--- config.mk ---
export PLATFORM = sky130hd
export DESIGN_NAME = encoder_edge_speed_estimator_core
export DESIGN_NICKNAME = d
export VERILOG_FILES = /design/src/rtl/core/eses_pkg.sv /design/src/rtl/core/eses_front.sv /design/src/rtl/core/eses_back.sv /design/src/rtl/core/encoder_edge_speed_estimator_core.sv
export SDC_FILE = /design/constraint.sdc
export NUM_CORES = 2
export LEC_CHECK = 0
export BUFFER_PORTS_ARGS = -buffer_cell sky130_fd_sc_hd__buf_4
export CAP_MARGIN = 20
export CORE_ASPECT_RATIO = 1.25
export CORE_MARGIN = 4
export CORE_UTILIZATION = 38
export CTS_CLUSTER_DIAMETER = 50
export DETAILED_ROUTE_END_ITERATION = 10
export GPL_TIMING_DRIVEN = 0
export PLACE_DENSITY = 0.64
export SLEW_MARGIN = 15
export SYNTH_ARGS = -nofsm -noshare
export SYNTH_HDL_FRONTEND = slang
export SYNTH_SLANG_ARGS = --single-unit
--- constraint.sdc ---
create_clock -name clk -period 9 [get_ports clk]
set_input_delay 1.35 -clock clk [delete_from_list [all_inputs] [get_ports clk]]
set_output_delay 1.35 -clock clk [all_outputs]
set_load 0.005 [all_outputs]
--- src/rtl/core/eses_pkg.sv ---
// Shared types, constants and register indexes of the encoder edge speed estimator.
package eses_pkg;

  localparam int unsigned TIME_W      = 32;
  localparam int unsigned SPEED_W     = 24;
  localparam int unsigned ALPHA_W     = 17;
  localparam int unsigned CFG_IDX_W   = 2;
  localparam int unsigned CFG_DATA_W  = 32;
  localparam int unsigned QUEUE_DEPTH = 2;
  localparam int unsigned OUT_DEPTH   = 2;

  localparam logic [SPEED_W-1:0] SPEED_MAX   = 24'h7FFFFF;
  localparam logic [ALPHA_W-1:0] ALPHA_ONE   = 17'h10000;
  localparam logic [ALPHA_W-1:0] ALPHA_RESET = 17'h08000;

  localparam logic [CFG_IDX_W-1:0] CFG_MOTOR_REVERSED = 2'd0;
  localparam logic [CFG_IDX_W-1:0] CFG_SPEED_SCALE    = 2'd1;
  localparam logic [CFG_IDX_W-1:0] CFG_FILTER_ALPHA   = 2'd2;

  typedef struct packed {
    logic [TIME_W-1:0] edge_time;
    logic              phase_b;
  } in_item_t;

  typedef struct packed {
    logic                      moving_forward;
    logic signed [SPEED_W-1:0] raw_speed;
    logic signed [SPEED_W-1:0] smoothed_speed;
  } out_item_t;

  // One classified edge handed from the front part to the back part.
  typedef struct packed {
    logic              forward;
    logic [TIME_W-1:0] interval;
  } edge_req_t;

  typedef struct packed {
    logic      valid;
    edge_req_t req;
  } edge_link_t;

endpackage

--- src/rtl/core/eses_front.sv ---
// Front part: accept edges, classify direction, measure interval, queue requests.
module eses_front
  import eses_pkg::*;
#(
  parameter int unsigned QDEPTH = QUEUE_DEPTH
) (
  input  logic       clk,
  input  logic       rst_n,
  input  logic       in_push,
  output logic       in_full,
  input  in_item_t   in_data,
  input  logic       motor_reversed,
  input  logic       q_pop,
  output edge_link_t q_head
);

  localparam int unsigned PTR_W = (QDEPTH > 1) ? $clog2(QDEPTH) : 1;
  localparam int unsigned CNT_W = $clog2(QDEPTH + 1);
  localparam logic [PTR_W-1:0] PTR_LAST = PTR_W'(QDEPTH - 1);
  localparam logic [CNT_W-1:0] CNT_FULL = CNT_W'(QDEPTH);

  edge_req_t         q_mem_r [QDEPTH];
  logic [PTR_W-1:0]  wr_ptr_r, wr_ptr_nxt;
  logic [PTR_W-1:0]  rd_ptr_r, rd_ptr_nxt;
  logic [CNT_W-1:0]  cnt_r, cnt_nxt;
  logic [TIME_W-1:0] prev_time_r, prev_time_nxt;
  logic              do_push, do_pop;
  edge_req_t         new_req;

  assign in_full = (cnt_r == CNT_FULL);
  assign do_push = in_push && !in_full;
  assign do_pop  = q_pop && (cnt_r != '0);

  assign new_req.forward  = (in_data.phase_b ^ motor_reversed) == 1'b0;
  assign new_req.interval = in_data.edge_time - prev_time_r;

  assign q_head.valid = (cnt_r != '0);
  assign q_head.req   = q_mem_r[rd_ptr_r];

  always_comb begin
    wr_ptr_nxt    = wr_ptr_r;
    rd_ptr_nxt    = rd_ptr_r;
    cnt_nxt       = cnt_r;
    prev_time_nxt = prev_time_r;
    if (do_push) begin
      wr_ptr_nxt    = (wr_ptr_r == PTR_LAST) ? '0 : wr_ptr_r + 1'b1;
      prev_time_nxt = in_data.edge_time;
    end
    if (do_pop) begin
      rd_ptr_nxt = (rd_ptr_r == PTR_LAST) ? '0 : rd_ptr_r + 1'b1;
    end
    if (do_push && !do_pop) begin
      cnt_nxt = cnt_r + 1'b1;
    end else if (do_pop && !do_push) begin
      cnt_nxt = cnt_r - 1'b1;
    end
  end

  always_ff @(posedge clk) begin
    if (!rst_n) begin
      wr_ptr_r    <= '0;
      rd_ptr_r    <= '0;
      cnt_r       <= '0;
      prev_time_r <= '0;
    end else begin
      wr_ptr_r    <= wr_ptr_nxt;
      rd_ptr_r    <= rd_ptr_nxt;
      cnt_r       <= cnt_nxt;
      prev_time_r <= prev_time_nxt;
    end
  end

  always_ff @(posedge clk) begin
    if (do_push) begin
      q_mem_r[wr_ptr_r] <= new_req;
    end
  end

endmodule

--- src/rtl/core/eses_back.sv ---
// Back part: serial divide, saturate, sign, smooth and queue the result.
module eses_back
  import eses_pkg::*;
#(
  parameter int unsigned ODEPTH = OUT_DEPTH
) (
  input  logic               clk,
  input  logic               rst_n,
  input  edge_link_t         q_head,
  output logic               q_pop,
  input  logic [TIME_W-1:0]  speed_scale,
  input  logic [ALPHA_W-1:0] filter_alpha,
  output logic               out_empty,
  input  logic               out_pop,
  output out_item_t          out_data
);

  localparam int unsigned PTR_W  = (ODEPTH > 1) ? $clog2(ODEPTH) : 1;
  localparam int unsigned CNT_W  = $clog2(ODEPTH + 1);
  localparam int unsigned STEP_W = $clog2(TIME_W);
  localparam int unsigned PROD_W = ALPHA_W + SPEED_W + 2;
  localparam logic [PTR_W-1:0]  PTR_LAST  = PTR_W'(ODEPTH - 1);
  localparam logic [CNT_W-1:0]  CNT_FULL  = CNT_W'(ODEPTH);
  localparam logic [STEP_W-1:0] STEP_LAST = STEP_W'(TIME_W - 1);

  typedef enum logic [4:0] {
    ST_IDLE = 5'b00001,
    ST_DIV  = 5'b00010,
    ST_MUL  = 5'b00100,
    ST_WGT  = 5'b01000,
    ST_FIN  = 5'b10000
  } back_state_t;

  back_state_t               state_r, state_nxt;
  logic [STEP_W-1:0]         step_r, step_nxt;
  logic [TIME_W-1:0]         rem_r, rem_nxt;
  logic [TIME_W-1:0]         quo_r, quo_nxt;
  logic [TIME_W-1:0]         div_r, div_nxt;
  logic                      fwd_r, fwd_nxt;
  logic signed [SPEED_W-1:0] raw_r, raw_nxt;
  logic signed [PROD_W-1:0]  prod_r, prod_nxt;
  logic signed [SPEED_W-1:0] filt_r, filt_nxt;

  out_item_t         o_mem_r [ODEPTH];
  logic [PTR_W-1:0]  o_wr_r, o_wr_nxt;
  logic [PTR_W-1:0]  o_rd_r, o_rd_nxt;
  logic [CNT_W-1:0]  o_cnt_r, o_cnt_nxt;
  logic              o_push, o_pop;
  out_item_t         o_item;

  logic [TIME_W:0]           trial;
  logic [SPEED_W-1:0]        mag;
  logic [ALPHA_W-1:0]        alpha_c;
  logic signed [SPEED_W:0]   diff;
  logic signed [PROD_W-1:0]  sum;

  // One quotient bit per cycle, restoring form.
  assign trial = {rem_r, quo_r[TIME_W-1]} - {1'b0, div_r};

  // A zero divisor yields an all-ones quotient, which saturates like any overflow.
  assign mag     = (quo_r > TIME_W'(SPEED_MAX)) ? SPEED_MAX : quo_r[SPEED_W-1:0];
  assign alpha_c = (filter_alpha > ALPHA_ONE) ? ALPHA_ONE : filter_alpha;
  assign diff    = {raw_r[SPEED_W-1], raw_r} - {filt_r[SPEED_W-1], filt_r};
  assign sum     = prod_r
                 + $signed({{(PROD_W-SPEED_W-16){filt_r[SPEED_W-1]}}, filt_r, 16'h0000})
                 + $signed(PROD_W'(32768));

  assign q_pop  = (state_r == ST_IDLE) && q_head.valid && (o_cnt_r != CNT_FULL);
  assign o_push = (state_r == ST_FIN);
  assign o_pop  = out_pop && (o_cnt_r != '0);

  assign o_item.moving_forward = fwd_r;
  assign o_item.raw_speed      = raw_r;
  assign o_item.smoothed_speed = sum[SPEED_W+15:16];

  assign out_empty = (o_cnt_r == '0);
  assign out_data  = o_mem_r[o_rd_r];

  always_comb begin
    state_nxt = state_r;
    step_nxt  = step_r;
    rem_nxt   = rem_r;
    quo_nxt   = quo_r;
    div_nxt   = div_r;
    fwd_nxt   = fwd_r;
    raw_nxt   = raw_r;
    prod_nxt  = prod_r;
    filt_nxt  = filt_r;
    case (state_r)
      ST_IDLE: begin
        if (q_pop) begin
          rem_nxt   = '0;
          quo_nxt   = speed_scale;
          div_nxt   = q_head.req.interval;
          fwd_nxt   = q_head.req.forward;
          step_nxt  = '0;
          state_nxt = ST_DIV;
        end
      end
      ST_DIV: begin
        if (!trial[TIME_W]) begin
          rem_nxt = trial[TIME_W-1:0];
        end else begin
          rem_nxt = {rem_r[TIME_W-2:0], quo_r[TIME_W-1]};
        end
        quo_nxt  = {quo_r[TIME_W-2:0], ~trial[TIME_W]};
        step_nxt = step_r + 1'b1;
        if (step_r == STEP_LAST) begin
          state_nxt = ST_MUL;
        end
      end
      ST_MUL: begin
        // Sign the magnitude; the weight step follows next cycle.
        raw_nxt   = fwd_r ? $signed(mag) : -$signed(mag);
        state_nxt = ST_WGT;
      end
      ST_WGT: begin
        state_nxt = ST_FIN;
      end
      ST_FIN: begin
        filt_nxt  = sum[SPEED_W+15:16];
        state_nxt = ST_IDLE;
      end
      default: begin
        state_nxt = ST_IDLE;
      end
    endcase
    // Product of the clamped weight and the step from the old average.
    if (state_r == ST_WGT) begin
      prod_nxt = $signed({1'b0, alpha_c}) * $signed({diff[SPEED_W], diff[SPEED_W:0]});
    end
  end

  always_comb begin
    o_wr_nxt  = o_wr_r;
    o_rd_nxt  = o_rd_r;
    o_cnt_nxt = o_cnt_r;
    if (o_push) begin
      o_wr_nxt = (o_wr_r == PTR_LAST) ? '0 : o_wr_r + 1'b1;
    end
    if (o_pop) begin
      o_rd_nxt = (o_rd_r == PTR_LAST) ? '0 : o_rd_r + 1'b1;
    end
    if (o_push && !o_pop) begin
      o_cnt_nxt = o_cnt_r + 1'b1;
    end else if (o_pop && !o_push) begin
      o_cnt_nxt = o_cnt_r - 1'b1;
    end
  end

  always_ff @(posedge clk) begin
    if (!rst_n) begin
      state_r <= ST_IDLE;
      filt_r  <= '0;
      o_wr_r  <= '0;
      o_rd_r  <= '0;
      o_cnt_r <= '0;
    end else begin
      state_r <= state_nxt;
      filt_r  <= filt_nxt;
      o_wr_r  <= o_wr_nxt;
      o_rd_r  <= o_rd_nxt;
      o_cnt_r <= o_cnt_nxt;
    end
  end

  always_ff @(posedge clk) begin
    step_r <= step_nxt;
    rem_r  <= rem_nxt;
    quo_r  <= quo_nxt;
    div_r  <= div_nxt;
    fwd_r  <= fwd_nxt;
    raw_r  <= raw_nxt;
    prod_r <= prod_nxt;
    if (o_push) begin
      o_mem_r[o_wr_r] <= o_item;
    end
  end

endmodule

--- src/rtl/core/encoder_edge_speed_estimator_core.sv ---
// Top level of the encoder edge speed estimator: config registers, front and back parts.
// Each accepted request passes through dispatch, the divider steps, sign, weight multiply
//   and round before its result enters the output queue behind the out_ ports.
// The back part takes a new edge only once done with the last (bit-serial 32-bit divider).
// Reset (rst_n low, synchronous): queues empty, previous edge time and average cleared,
//   motor_reversed = 0, speed_scale = 0, filter_alpha = 0.5 (Q1.16).
module encoder_edge_speed_estimator_core
  import eses_pkg::*;
#(
  parameter int unsigned QDEPTH = QUEUE_DEPTH,
  parameter int unsigned ODEPTH = OUT_DEPTH
) (
  input  logic                  clk,
  input  logic                  rst_n,
  input  logic                  in_push,
  output logic                  in_full,
  input  in_item_t              in_data,
  output logic                  out_empty,
  input  logic                  out_pop,
  output out_item_t             out_data,
  input  logic                  cfg_we,
  input  logic [CFG_IDX_W-1:0]  cfg_index,
  input  logic [CFG_DATA_W-1:0] cfg_data
);

  logic               motor_reversed_r, motor_reversed_nxt;
  logic [TIME_W-1:0]  speed_scale_r, speed_scale_nxt;
  logic [ALPHA_W-1:0] filter_alpha_r, filter_alpha_nxt;
  edge_link_t         q_head;
  logic               q_pop;

  // Register writes are registered; an index outside the map is dropped.
  always_comb begin
    motor_reversed_nxt = motor_reversed_r;
    speed_scale_nxt    = speed_scale_r;
    filter_alpha_nxt   = filter_alpha_r;
    if (cfg_we) begin
      case (cfg_index)
        CFG_MOTOR_REVERSED: motor_reversed_nxt = cfg_data[0];
        CFG_SPEED_SCALE:    speed_scale_nxt    = cfg_data[TIME_W-1:0];
        CFG_FILTER_ALPHA:   filter_alpha_nxt   = cfg_data[ALPHA_W-1:0];
        default: begin
          motor_reversed_nxt = motor_reversed_r;
        end
      endcase
    end
  end

  always_ff @(posedge clk) begin
    if (!rst_n) begin
      motor_reversed_r <= 1'b0;
      speed_scale_r    <= '0;
      filter_alpha_r   <= ALPHA_RESET;
    end else begin
      motor_reversed_r <= motor_reversed_nxt;
      speed_scale_r    <= speed_scale_nxt;
      filter_alpha_r   <= filter_alpha_nxt;
    end
  end

  // Front: take each edge, fix its direction and interval, and hold the request
  // in a short queue so the input side never waits on the divider directly.
  eses_front #(
    .QDEPTH(QDEPTH)
  ) u_front (
    .clk            (clk),
    .rst_n          (rst_n),
    .in_push        (in_push),
    .in_full        (in_full),
    .in_data        (in_data),
    .motor_reversed (motor_reversed_r),
    .q_pop          (q_pop),
    .q_head         (q_head)
  );

  // Back: divide, saturate, sign and smooth one request at a time, then park
  // the result in the output queue until the consumer pops it.
  eses_back #(
    .ODEPTH(ODEPTH)
  ) u_back (
    .clk          (clk),
    .rst_n        (rst_n),
    .q_head       (q_head),
    .q_pop        (q_pop),
    .speed_scale  (speed_scale_r),
    .filter_alpha (filter_alpha_r),
    .out_empty    (out_empty),
    .out_pop      (out_pop),
    .out_data     (out_data)
  );

endmodule
==> impl_metrics.tcl <==
set metrics [dict create \
    outcome "finished, final reports clean" \
    finalCriticalPeriod_ns 8.72 \
    synth_edf_count 315 \
    seq_area_frac_synth_pct 32.5 \
    cp_num_buf_inv 5 \
    dp_hpwl_um 79600 \
    rows 126 \
    cap_viol_max_count 0 \
    hold_viol 0 \
    start_util_pct 38.5 \
    critPathLaunchType "flop" \
    setup_violations 0 \
    clk_pin_slew_ns 0.06 \
    numCtsBuffers 55 \
    max_freq_mhz 115 \
    crit_type "reg -> reg" \
    synthesis.instances 3679 \
    worstPathMaxFanout 10 \
    end_kind "flop" \
    io_pins 123 \
    routedWlPerCell_um 19.1 \
    path_delay_family "adder cells" \
    placed_area_um2 39100 \
    fin_area_um2 41800 \
    die_x_um 285 \
    ys_warn_count 0 \
    drtIter0Drc 1712 \
    grt_max_degree 50 \
    nNetsFinal 4566 \
    die_y_um 354 \
    cts.sinks 435 \
    wirelength_um 99700 \
    vias_per_cell 5.08 \
    ant_nets 0 \
    first_global_vias 27100 \
    first_pass_iters 7 \
    place.gp.congestion 0.946 \
    synth_cell_types 90 \
    htreeDepth 2 \
    cp_data_arrival_time_ns 9.07 \
    crit_slowest_cell "fa_1" \
    max_slew_margin_pct 26.6 \
    tightest_slew_ns 1.10 \
    synth_nets 4358 \
    synth-main-ff-cell "edfxtp_1" \
    dr_total_vias 26500 \
    nFillCells 9001 \
    grt_pass1_wl_um 156000 \
    power-per-cell-area_nw_per_um2 201 \
    async_flop_share_pct 0 \
    place_ws_ns -1.99 \
    coreArea_um2 94700 \
    io_buffer_count 121 \
    critPathMaxStageDelay_ns 0.57 \
    dieArea_um2 101000 \
    clk_latency_ns 0.62 \
    timing.final.crit_share_pct 96.9 \
    cp.required_ns 9.35 \
    yosys_register_bits 435 \
    leakage_nw 18.1 \
    drive_gt1_share_pct 12.4 \
    layout_common_cells "inv_1 (605), nand2_1 (457), fa_1 (396), edfxtp_1 (315), nor2_1 (301)" \
    avgSynthCellArea_um2 9.91 \
    layout_setup_ws_ns 0.280 \
    syn_area_um2 36500 \
    antenna_found_initial 3 \
    grtUsageTotal_pct 19.7 \
    min_path_type "reg -> reg" \
    layout_commonest_cell "inv_1" \
    cts_buffer_depth 3 \
    cts_tree "done" \
    grt_overflow_total 0 \
    cp_common_cell "fa_1" \
    slew_viol_final 0 \
    clockRootBuffer "clkbuf_16" \
    area_delta_synth_final_pct 14.8 \
    ir_worst_vdd_mv 0.179 \
    finClkSkew_ns 0.0317 \
    holdBufCountCts 0 \
    drc 0 \
]
==> stage by stage <==
step / std cells / hold slack, ns / power [mW] / TNS [ns] / util, %
detailed placement: 5087 / 0.447 / 6.08 / -17.48 / 41.3
finish: 5213 / 0.454 / 8.42 / 0 / 44.2
global route: 5212 / 0.468 / 9.00 / -0.0728 / 44.2
CTS: 5203 / 0.455 / 8.46 / 0 / 43.8
floorplan: 3679 / 0.433 / 5.23 / 0 / -
global placement: 5080 / 0.440 / 6.01 / -16.28 / 41.1
==> synthesized netlist by cell type (all sizes together) (50+ instances only) <==
cell type    n  area, um2
clkbuf     110        413
fa         398       7970
a21o        50        375
inv        609       2290
nand2      460       1730
a21boi      59        443
dfxtp      120       2400
o21ai       93        465
edfxtp     315       9460
ha         209       2620
nor2       306       1150
xnor2      101        885
a21oi      157        797
mux2       115       1290
==> per-layer routing <==
metal	vias up	global-route usage (%)	wire (um)
li1	12500	-	-
met1	13000	23.5	38600
met2	802	34.6	49200
met3	207	2.92	5740
met4	2	9.67	6140
met5	-	0	13
==> worst paths after layout <==
path	from	end	slack [ns]	cells past startpoint
worst max-delay path	u_back.raw_r[0]	u_back.prod_r[39]	0.28	30
worst min register to register	u_front.prev_time_r[18]	u_front.prev_time_r[18]	0.45	2
worst max register to register	u_back.raw_r[0]	u_back.prod_r[39]	0.28	30
worst min-delay path	u_front.prev_time_r[18]	u_front.prev_time_r[18]	0.45	2
==> cell families (layout without fill, tap and decap cells) <==
family	count (synthesis)	after routing	synth area share [%]
simple gates	1069	1069	13.0
buf+inv	749	1001	7.81
fa+ha+maj	607	607	29.0
compound gates	532	532	9.75
flops	435	435	32.5
xor+xnor	146	147	3.57
mux	141	141	4.30
other cells	0	1	0
==> where the power goes <==
group	internal [mW]	leakage (nW)	switching (mW)
Combinational	1.36	13.2	1.92
Clock	1.38	0.933	0.938
Sequential	2.64	3.89	0.193
Total	5.37	18.1	3.05
==> flip-flops by register name, indices dropped and copies added, names as in the netlist, 5 cells and up, named ones only <==
signal and count:
u_back.o_mem_r 98, u_back.state_r 5, u_front.prev_time_r 32, u_back.raw_r 24
u_front.q_mem_r 66, filter_alpha_r 17, u_back.div_r 32, u_back.prod_r 25
u_back.filt_r 24, speed_scale_r 32, u_back.quo_r 32, u_back.step_r 5
u_back.rem_r 32
==> repair_timing <==
| item | 4_1_cts | 5_1_grt |
|---|---|---|
| cloned | 0 | 2 |
| setup buffers | 15 | 10 |
| pin swaps | 11 | 21 |
| setup endpoints to repair | 19 | 15 |
| gates resized for setup | 68 | 51 |
==> worst register-to-register path: cells and delay by family (launching register included) <==
kind	cells	cell delay, ns
adders and majority gates	9	3.96
AOI/OAI and AO/OA	9	2.07
xor gates and xnor gates	3	0.83
buffers and inverters	5	0.65
and+or+nand+nor	4	0.49
DFF	1	0.45
==> cell type report <==
class | instances | area, um2 | area share [%]
clock buffer | 66 | 1450 | 3.46
buffer | 135 | 589 | 1.41
multi-input combinational | 2496 | 22300 | 53.3
clock inverter | 36 | 482 | 1.15
timing repair buffer | 154 | 1260 | 3.01
sequential | 435 | 11900 | 28.3
inverter | 610 | 2290 | 5.47
antenna | 1 | 2.50 | 0.00598
tap | 1280 | 1600 | 3.83
Note: power is estimated with default switching activity, not from simulation.
